[src/design/imh_ram.sv]
`timescale 1ns / 1ps
module imh_ram #(
  parameter int Width = 8,
  parameter int Depth = 16
) (
  input  logic                     clk_i,
  input  logic                     we_i,
  input  logic [$clog2(Depth)-1:0] waddr_i,
  input  logic [Width-1:0]         wdata_i,
  input  logic [$clog2(Depth)-1:0] raddr_i,
  output logic [Width-1:0]         rdata_o
);
  logic [Width-1:0] mem_q [Depth];

  always_ff @(posedge clk_i) begin
    if (we_i) begin
      mem_q[waddr_i] <= wdata_i;
    end
    rdata_o <= mem_q[raddr_i];
  end
endmodule

[config.mk]
export PLATFORM = sky130hd
export DESIGN_NAME = imh_ram
export DESIGN_NICKNAME = d
export VERILOG_FILES = /design/src/design/imh_ram.sv
export SDC_FILE = /design/constraint.sdc
export NUM_CORES = 1
export LEC_CHECK = 0
export ABC_AREA = 1
export BUFFER_PORTS_ARGS = -buffer_cell sky130_fd_sc_hd__clkbuf_2
export CORE_MARGIN = 5
export CORE_UTILIZATION = 31
export CTS_BUF_LIST = sky130_fd_sc_hd__clkbuf_4
export DETAILED_ROUTE_END_ITERATION = 16
export GPL_TIMING_DRIVEN = 0
export MAX_ROUTING_LAYER = met4
export PLACE_DENSITY = 0.55
export SLEW_MARGIN = 25
export SYNTH_ARGS = -nofsm -noshare
export SYNTH_HDL_FRONTEND = slang
export SYNTH_SLANG_ARGS = --single-unit
[constraint.sdc]
create_clock -name clk_i -period 1 [get_ports clk_i]
set_input_delay 0 -clock clk_i [delete_from_list [all_inputs] [get_ports clk_i]]
set_output_delay 0 -clock clk_i [all_outputs]
set_load 0.02 [all_outputs]
==> results.md, run 1 <==
* Arr. time, crit path at 1460 ps
* Count of input and output buffers at 22
* Synth top area cells: edfxtp_1 (67%), nand2_1 (11%), nand3_1 (8.4%), inv_1 (6.5%), dfxtp_1 (2.8%)
* Layout area overhead at 21.22%
* CP Capture Type: register
* Die Y at 146.4 µm
* Slew at the pin with the worst max-slew slack at 978.7 ps
* TNS Setup at 0 ps
* Period minus WS final at 991.0 ps
* Async S/R FF share, synth at 0%
* First-pass GRT wire length at 22.28 mm
* Hold depth at 3
* Clock root cell: clkbuf_4
* Clock Sinks at 136
* Tot Pwr at 11.62 mW
* VDD IR max at 600.5 µV
* Power Density at 1663 nW/µm²
* Setup Skew at 12.22 ps
* Dominant cell type by area after synthesis: edfxtp_1
* Final hold viol count at 0
* YS warnings at 0
* Vias at 3856
* Initial antenna violation count at 1
* RSZ-0062 raised after global routing: true
* Fmax at 1009 MHz
* EDFF count, synth at 128
* HPWL Detailed at 9.467 mm
* FF-to-FF path depth at 6
* Die area at 21430 µm²
* Post-Route Utilization at 38.52%
* Net Count, Synth at 569
* Pre-antenna DRT Iters at 7
* Setup CP Type: in -> reg
* DRT iter0 DRCs at 382
* Post-synth top cells: nand2_1 (173), edfxtp_1 (128), inv_1 (100)
* Gr ovfl total at 0
* Share of the yosys chip area belonging to registers at 69.43%
* Syn avg cell area at 10.47 µm²
* Htree depth at 4
* Count leader, synth: nand2_1
* Required @ worst endpoint at 1470 ps
* Post-CTS Setup Bufs at 0
* Starting Density at 31.78%
* Lkg Pwr at 2.972 nW
* Rel. slew slack at 34.51%
* Vias in the first global route at 3861
* Synthesized instance count at 551
* Average routed wire per standard cell at 17.11 µm
* Largest net degree at the start of global routing at 17
* Max-slew violation count at 0
* Post-route ant nets at 0
* Hold Path Class: in -> reg
* Hold slack at 76.05 ps
* Core ar. at 18150 µm²
* Proportion of layout cells with a drive suffix above 1 at 23.38%
* # setup viols final at 0
* Status: completed
* Tcrit/Tclk final at 99.10%
* Vias/cell at 4.558
* Skew-Pair Late Insertion Delay at 530 ps
* Worst Path Max Fanout at 10
* Top Ports at 26
* Max-cap viol count at 0
* Count of cell types in the netlist at 12
* Final Wtd Congestion at 0.9028
* Top_reg_cell synth: edfxtp_1
* Total Wirelength at 14.47 mm
* Yosys top cell area share at 66.65%
* DIE WIDTH at 146.4 µm
* FF+latch count, synth at 136
* TritonCTS Buffers at 17
* Nets at 621
* Mapped cell area at 5767 µm²
* Clock Tree Buf Depth at 2
* Clock-pin slew on the worst setup and hold paths at 100 ps
* TritonCTS clock tree: yes
* Total Routing Usage GR at 14.35%
* Type of origin of the critical path: input pin
* DRC Markers at 0
* Row count at 49
## state kept, by name, summed over array words and instances (netlist names)
name / count
rdata_o: 8
mem_q: 128
## critical path, stage by stage
cell           delay [ps]
dlygate4sd3_1         530
buf_2                 160
inv_2                 100
clkbuf_4              240
nand3_1               120
nand3_2                90
nand3_2               110
nand2_2               100
## repair_timing
item,4_1_cts,5_1_grt
gates resized for setup,30,68
endpoints found under the hold margin,130,0
pin swaps,4,16
endpoints found under the setup margin,22,16
hold buffers,12,0
## worst paths after layout
check                                 start  slack (ps)           to
worst max-delay path             raddr_i[1]           9   rdata_o[5]
worst min-delay path             waddr_i[1]          80  mem_q[3][4]
worst max register to register  mem_q[1][5]           9   rdata_o[5]
worst min register to register  mem_q[2][2]         710   rdata_o[2]
## layer usage
layer  routed length [µm]  vias up  global-route usage, %
met5                    0        -                      -
met4                  379        0                  6.256
met3                  620       26                  2.758
met2                 6872      114                  21.81
met1                 6598     1837                  18.80
li1                     -     1879                      -
## through the flow
step | std cells | instance area (µm²) | setup slack, ps
5_1_grt | 846 | 6990 | -65.93
2_1_floorplan | 551 | 5767 | 49.16
3_5_place_dp | 802 | 6163 | -632.4
3_3_place_gp | 802 | 6163 | -507.0
4_1_cts | 846 | 6723 | -57.93
6_report | 846 | 6990 | 8.965
## placed cells by master, fill, tap and decap left out, types with 11 or more instances in the layout
master         instances
buf_2                 12
clkbuf_2              14
clkbuf_4              21
dlygate4sd3_1         11
edfxtp_1             128
inv_1                 99
nand2_1              160
nand2_2               13
nand3_1               49
nand3_2               47
nor2_1                16
## cell families (layout without fill, tap and decap cells)
| group | after synthesis | in the layout | synth area share (%) |
|---|---|---|---|
| buffers and inverters | 126 | 191 | 9.525 |
| other | 0 | 1 | 0 |
| AND/OR/NAND/NOR | 289 | 289 | 21.05 |
| flip-flops | 136 | 136 | 69.43 |
## final cells by class
type	instances	area (µm²)
diodes	1	2.502
plain buffers	23	165.2
clock buffers	20	150.1
clock inverters	12	180.2
fillers	1785	11160
inverters	102	382.9
multi-input cells	289	1496
flip-flops and latches	136	4014
well taps	229	286.5
repair buffers	34	312.8
## report_power, final
part | leakage [nW] | internal (mW) | switching (mW)
Combinational | 1.58 | 0.383 | 0.697
Sequential | 1.22 | 6.37 | 0.0464
Clock | 0.172 | 2.27 | 1.85
(Power assumes the default switching activity.)
==> inputs of run 2 (changes only) <==
PLACE_DENSITY = 0.54   (was 0.55)
==> results.md, run 2 (synthesized netlist as in run 1, its figures left out) <==
* Status: finished, violations left
* Failing checks: setup timing
* Top Registers: mem_q x128, rdata_o x8
* Setup Skew at 20.53 ps
* DR WL met3 at 799 µm
* Hold depth at 1
* TritonCTS clock tree: yes
* Finished Layout Cells at 848
* VDD IR max at 584.7 µV
* R2R setup slack at 20 ps
* FF-to-FF path depth at 6
* DRC Markers at 0
* Post-route ant nets at 0
* Nets at 623
* Total Routing Usage GR at 14.05%
* Fmax at 983.6 MHz
* RSZ-0062 raised after global routing: true
* Lkg Pwr at 2.927 nW
* Crit. path cell count at 1
* Wl on met1 at 6.316 mm
* Met2 routed WL at 6.840 mm
* Max-cap viol count at 0
* Hold Path Class: in -> reg
* Hold EP: mem_q[8][7]
* Final Wtd Congestion at 0.9118
* CP bufs+invs at 1
* HPWL Detailed at 9.452 mm
* Setup CP Type: reg -> out
* Power Density at 1672 nW/µm²
* Top Ports at 26
* Required @ worst endpoint at 1000 ps
* PnR worst setup slack at -16.68 ps
* Clock Tree Buf Depth at 2
* Worst Path Max Fanout at 1
* # setup viols final at 5
* Vias/cell at 4.542
* Critical path's slowest cell: dfxtp_2
* Die Y at 146.4 µm
* Vias in the first global route at 3708
* TritonCTS Buffers at 17
* Rel. slew slack at 30.40%
* Hold path start: wdata_i[7]
* Skew-Pair Late Insertion Delay at 550 ps
* DIE WIDTH at 146.4 µm
* Core ar. at 18150 µm²
* Proportion of layout cells with a drive suffix above 1 at 22.01%
* Top Layer Used: met4
* Clock Sinks at 136
* Largest net degree at the start of global routing at 17
* Total Wirelength at 14.15 mm
* Placed insts at 802
* Final hold viol count at 0
* Gr ovfl total at 0
* Clock root cell: clkbuf_4
* Cell Chain, Critical Path: buf_8
* Row count at 49
* DRT iter0 DRCs at 320
* Post-CTS Setup Bufs at 0
* Register Area at 4014 µm²
* Htree depth at 4
* Starting Density at 31.78%
* Vias at 3852
* RR Endpoint: rdata_o[1]
* Largest register FFs at 128
* Die area at 21430 µm²
* Initial antenna violation count at 1
* Reg with most FFs: mem_q
* Pre-antenna DRT Iters at 5
* CP Capture Type: output pin
* Critical path's largest stage delay at 350 ps
* Commonest non-fill, non-tap cell in the layout: nand2_1
* First-pass GRT wire length at 21.92 mm
* Slew at the pin with the worst max-slew slack at 1040 ps
* Type of origin of the critical path: register
* Fillers at 1784
* Average routed wire per standard cell at 16.69 µm
* Count of input and output buffers at 22
* Period minus WS final at 1017 ps
* Area occupied by multi-input gates at 1409 µm²
* Max-slew violation count at 0
* Area after DPL at 6163 µm²
* Layout area overhead at 19.83%
* Clock-pin slew on the worst setup and hold paths at 130 ps
* Critical R2R Launch: mem_q[8][1]
* Tcrit/Tclk final at 101.7%
* Most frequent cells in the layout: nand2_1 (161), edfxtp_1 (128), inv_1 (98)
* Arr. time, crit path at 1020 ps
* Critical path's top delay family: flip-flops
* TNS Setup at -51.44 ps
* Pre-CTS WS at -647.6 ps
* Post-route cell area at 6910 µm²
-- run 2: cell count changes in the layout (fill, tap and decap cells not counted), moves of 4 or more --
cell | previous run | this run
clkinv_1 | 6 | 0
nand3_2 | 47 | 31
clkbuf_4 | 21 | 17
nand3_1 | 49 | 66
-- run 2: report_power, final --
part / switching (mW) / total [mW] / leakage (nW) / internal (mW)
Combinational: 0.671 / 1.04 / 1.53 / 0.371
Sequential: 0.0469 / 6.42 / 1.22 / 6.37
Clock: 2.10 / 4.10 / 0.168 / 1.99
-- run 2: final cells by class --
cell class	instances	share of cell area (%)
flip-flops and latches	136	58.08
multi-input cells	289	20.39
inverters	102	5.540
repair buffers	35	4.635
well taps	229	4.146
clock inverters	15	2.915
plain buffers	24	2.408
clock buffers	17	1.847
diodes	1	0.03621
-- run 2: what timing repair did --
action,4_1_cts,5_1_grt
endpoints found under the hold margin,120,0
resized for setup,32,49
setup endpoints to repair,29,20
hold buffers,13,0
pin swaps,1,21
-- run 2: how the worst max path moves through the flow --
stage / start / to / slack (ps)
after global placement: waddr_i[3] / mem_q[7][1] / -600
after CTS: rdata_o[5] / rdata_o[5] / -60
after global routing: rdata_o[5] / rdata_o[5] / -70
after floorplan: waddr_i[3] / mem_q[4][0] / 50
after detailed placement: waddr_i[3] / mem_q[7][1] / -650
final: rdata_o[5] / rdata_o[5] / -20
-- run 2: through the flow --
stage / total power, mW / hold slack, ps / utilization [%]
CTS: 11.54 / 8.957 / 37.13
finish: 11.56 / 16.79 / 38.08
detailed placement: 7.396 / 423.8 / 33.96
global placement: 7.380 / 421.7 / 33.96
global route: 12.01 / 21.99 / 38.08
floorplan: 7.018 / 98.87 / -
-- run 2: layer usage --
layer	global-route usage, %	vias to the layer above
met2	21.81	134
li1	-	1884
met4	4.798	0
met5	-	-
met3	3.130	16
met1	18.32	1818
==> inputs of run 3 (changes only) <==
PLACE_DENSITY = 0.53   (was 0.54)
clock period = 1.15 ns   (was 1 ns; I/O delays follow)
==> results.md, run 3 (synthesized netlist as in run 1, its figures left out) <==
* Status: completed
* Die area at 21430 µm²
* TNS Setup at 0 ps
* Lkg Pwr at 2.801 nW
* Total Wirelength at 14.44 mm
* Die Y at 146.4 µm
* Arr. time, crit path at 1620 ps
* PnR worst setup slack at 14.18 ps
* First-pass GRT wire length at 22.07 mm
* Hold path start: waddr_i[1]
* Commonest non-fill, non-tap cell in the layout: nand2_1
* Largest register FFs at 128
* DRC Markers at 0
* Power Density at 1426 nW/µm²
* Setup Skew at 13.50 ps
* Average routed wire per standard cell at 17.07 µm
* Row count at 49
* Post-route cell area at 6546 µm²
* Area after DPL at 6163 µm²
* Count of input and output buffers at 22
* Top Registers: mem_q x128, rdata_o x8
* Final hold viol count at 0
* Skew-Pair Late Insertion Delay at 550 ps
* Nets at 621
* Clock-pin slew on the worst setup and hold paths at 110 ps
* Proportion of layout cells with a drive suffix above 1 at 12.66%
* Post-Route Utilization at 36.07%
* Max-slew violation count at 0
* Vias/cell at 4.469
* DRT iter0 DRCs at 383
* Post-route ant nets at 0
* # setup viols final at 0
* RSZ-0062 raised after global routing: false
* DIE WIDTH at 146.4 µm
* Htree depth at 4
* FF-to-FF path depth at 6
* Starting Density at 31.78%
* Total Routing Usage GR at 14.30%
* Combinational fraction of design power at 8.5%
* Psw at 2.222 mW
* Clock root cell: clkbuf_4
* Sequential share of power at 59.5%
* Type of origin of the critical path: input pin
* Pre-antenna DRT Iters at 7
* HPWL Detailed at 9.476 mm
* Gr ovfl total at 0
* Net Sw Frac at 23.79%
* Hold Path Class: in -> reg
* Clock Sinks at 136
* Fmax at 880.4 MHz
* Clock power share at 32.0%
* Vias in the first global route at 3723
* TritonCTS Buffers at 17
* R2R setup slack at 100 ps
* Critical R2R Launch: mem_q[13][3]
* Most frequent cells in the layout: nand2_1 (173), edfxtp_1 (128), inv_1 (99)
* Vias at 3781
* Slew at the pin with the worst max-slew slack at 962.6 ps
* Largest net degree at the start of global routing at 17
* Clock Tree Buf Depth at 2
* Layout area overhead at 13.52%
* Placed insts at 802
* Rel. slew slack at 35.59%
* Pre-CTS WS at -481.4 ps
* Hold EP: mem_q[10][2]
* CP Capture Type: register
* Internal at 7.116 mW
* Tcrit/Tclk final at 98.77%
* VDD IR max at 583.5 µV
* Required @ worst endpoint at 1640 ps
* Period minus WS final at 1136 ps
* Final Wtd Congestion at 0.8799
* Max-cap viol count at 0
* Reg with most FFs: mem_q
* Worst Path Max Fanout at 10
* Hold slack at 57.66 ps
* TritonCTS clock tree: yes
* Top Ports at 26
* Initial antenna violation count at 1
* Core ar. at 18150 µm²
* Tot Pwr at 9.338 mW
* RR Endpoint: rdata_o[3]
* Finished Layout Cells at 846
* Setup CP Type: in -> reg
* Hold depth at 3
run 3: worst max path at each step:
stage	from	end	cells after the start	slack [ps]
floorplan	waddr_i[2]	mem_q[10][0]	2	200
detailed placement	waddr_i[3]	mem_q[4][7]	3	-480
finish	raddr_i[2]	rdata_o[1]	7	10
global placement	waddr_i[3]	mem_q[4][4]	3	-370
CTS	raddr_i[2]	rdata_o[1]	7	50
global route	raddr_i[3]	rdata_o[1]	5	20
run 3: per-layer routing:
| layer | vias to the layer above | routed length [µm] | track usage (%) | share of wire [%] |
|---|---|---|---|---|
| met3 | 22 | 641 | 2.975 | 4.4 |
| met4 | 0 | 306 | 5.597 | 2.1 |
| li1 | 1879 | - | - | - |
| met2 | 99 | 6576 | 21.60 | 46 |
| met5 | - | 0 | - | 0 |
| met1 | 1781 | 6919 | 18.99 | 48 |
run 3: power groups by stage:
| stage | Sequential (mW) | Combinational, mW | Clock (mW) |
|---|---|---|---|
| floorplan | 5.71 | 0.391 | 0 |
| global placement | 5.67 | 0.754 | 0 |
| detailed placement | 5.67 | 0.760 | 0 |
| CTS | 5.56 | 0.794 | 3.07 |
| global route | 5.57 | 0.870 | 3.27 |
| finish | 5.56 | 0.789 | 2.99 |
run 3: area by class of cell:
cell class / count / area, µm²
fill: 1805 / 11600
sequential: 136 / 4004
multi-input combinational: 289 / 1216
inverter: 102 / 386.6
tap: 229 / 286.5
timing repair buffer: 33 / 220.2
buffer: 24 / 166.4
clock buffer: 21 / 157.7
clock inverter: 11 / 106.4
antenna: 1 / 2.502
run 3: what timing repair did:
action,CTS,global route
resized for setup,0,1
endpoints found under the setup margin,0,1
setup buffers,0,0
hold buffers,11,0
hold endpoints to repair,136,0
run 3: critical path: stages:
cell and delay [ps]:
dlygate4sd3_1 530, buf_2 230, clkinvlp_4 240, buf_4 240, nand3_1 100, nand3_1 170, nand2_1 130
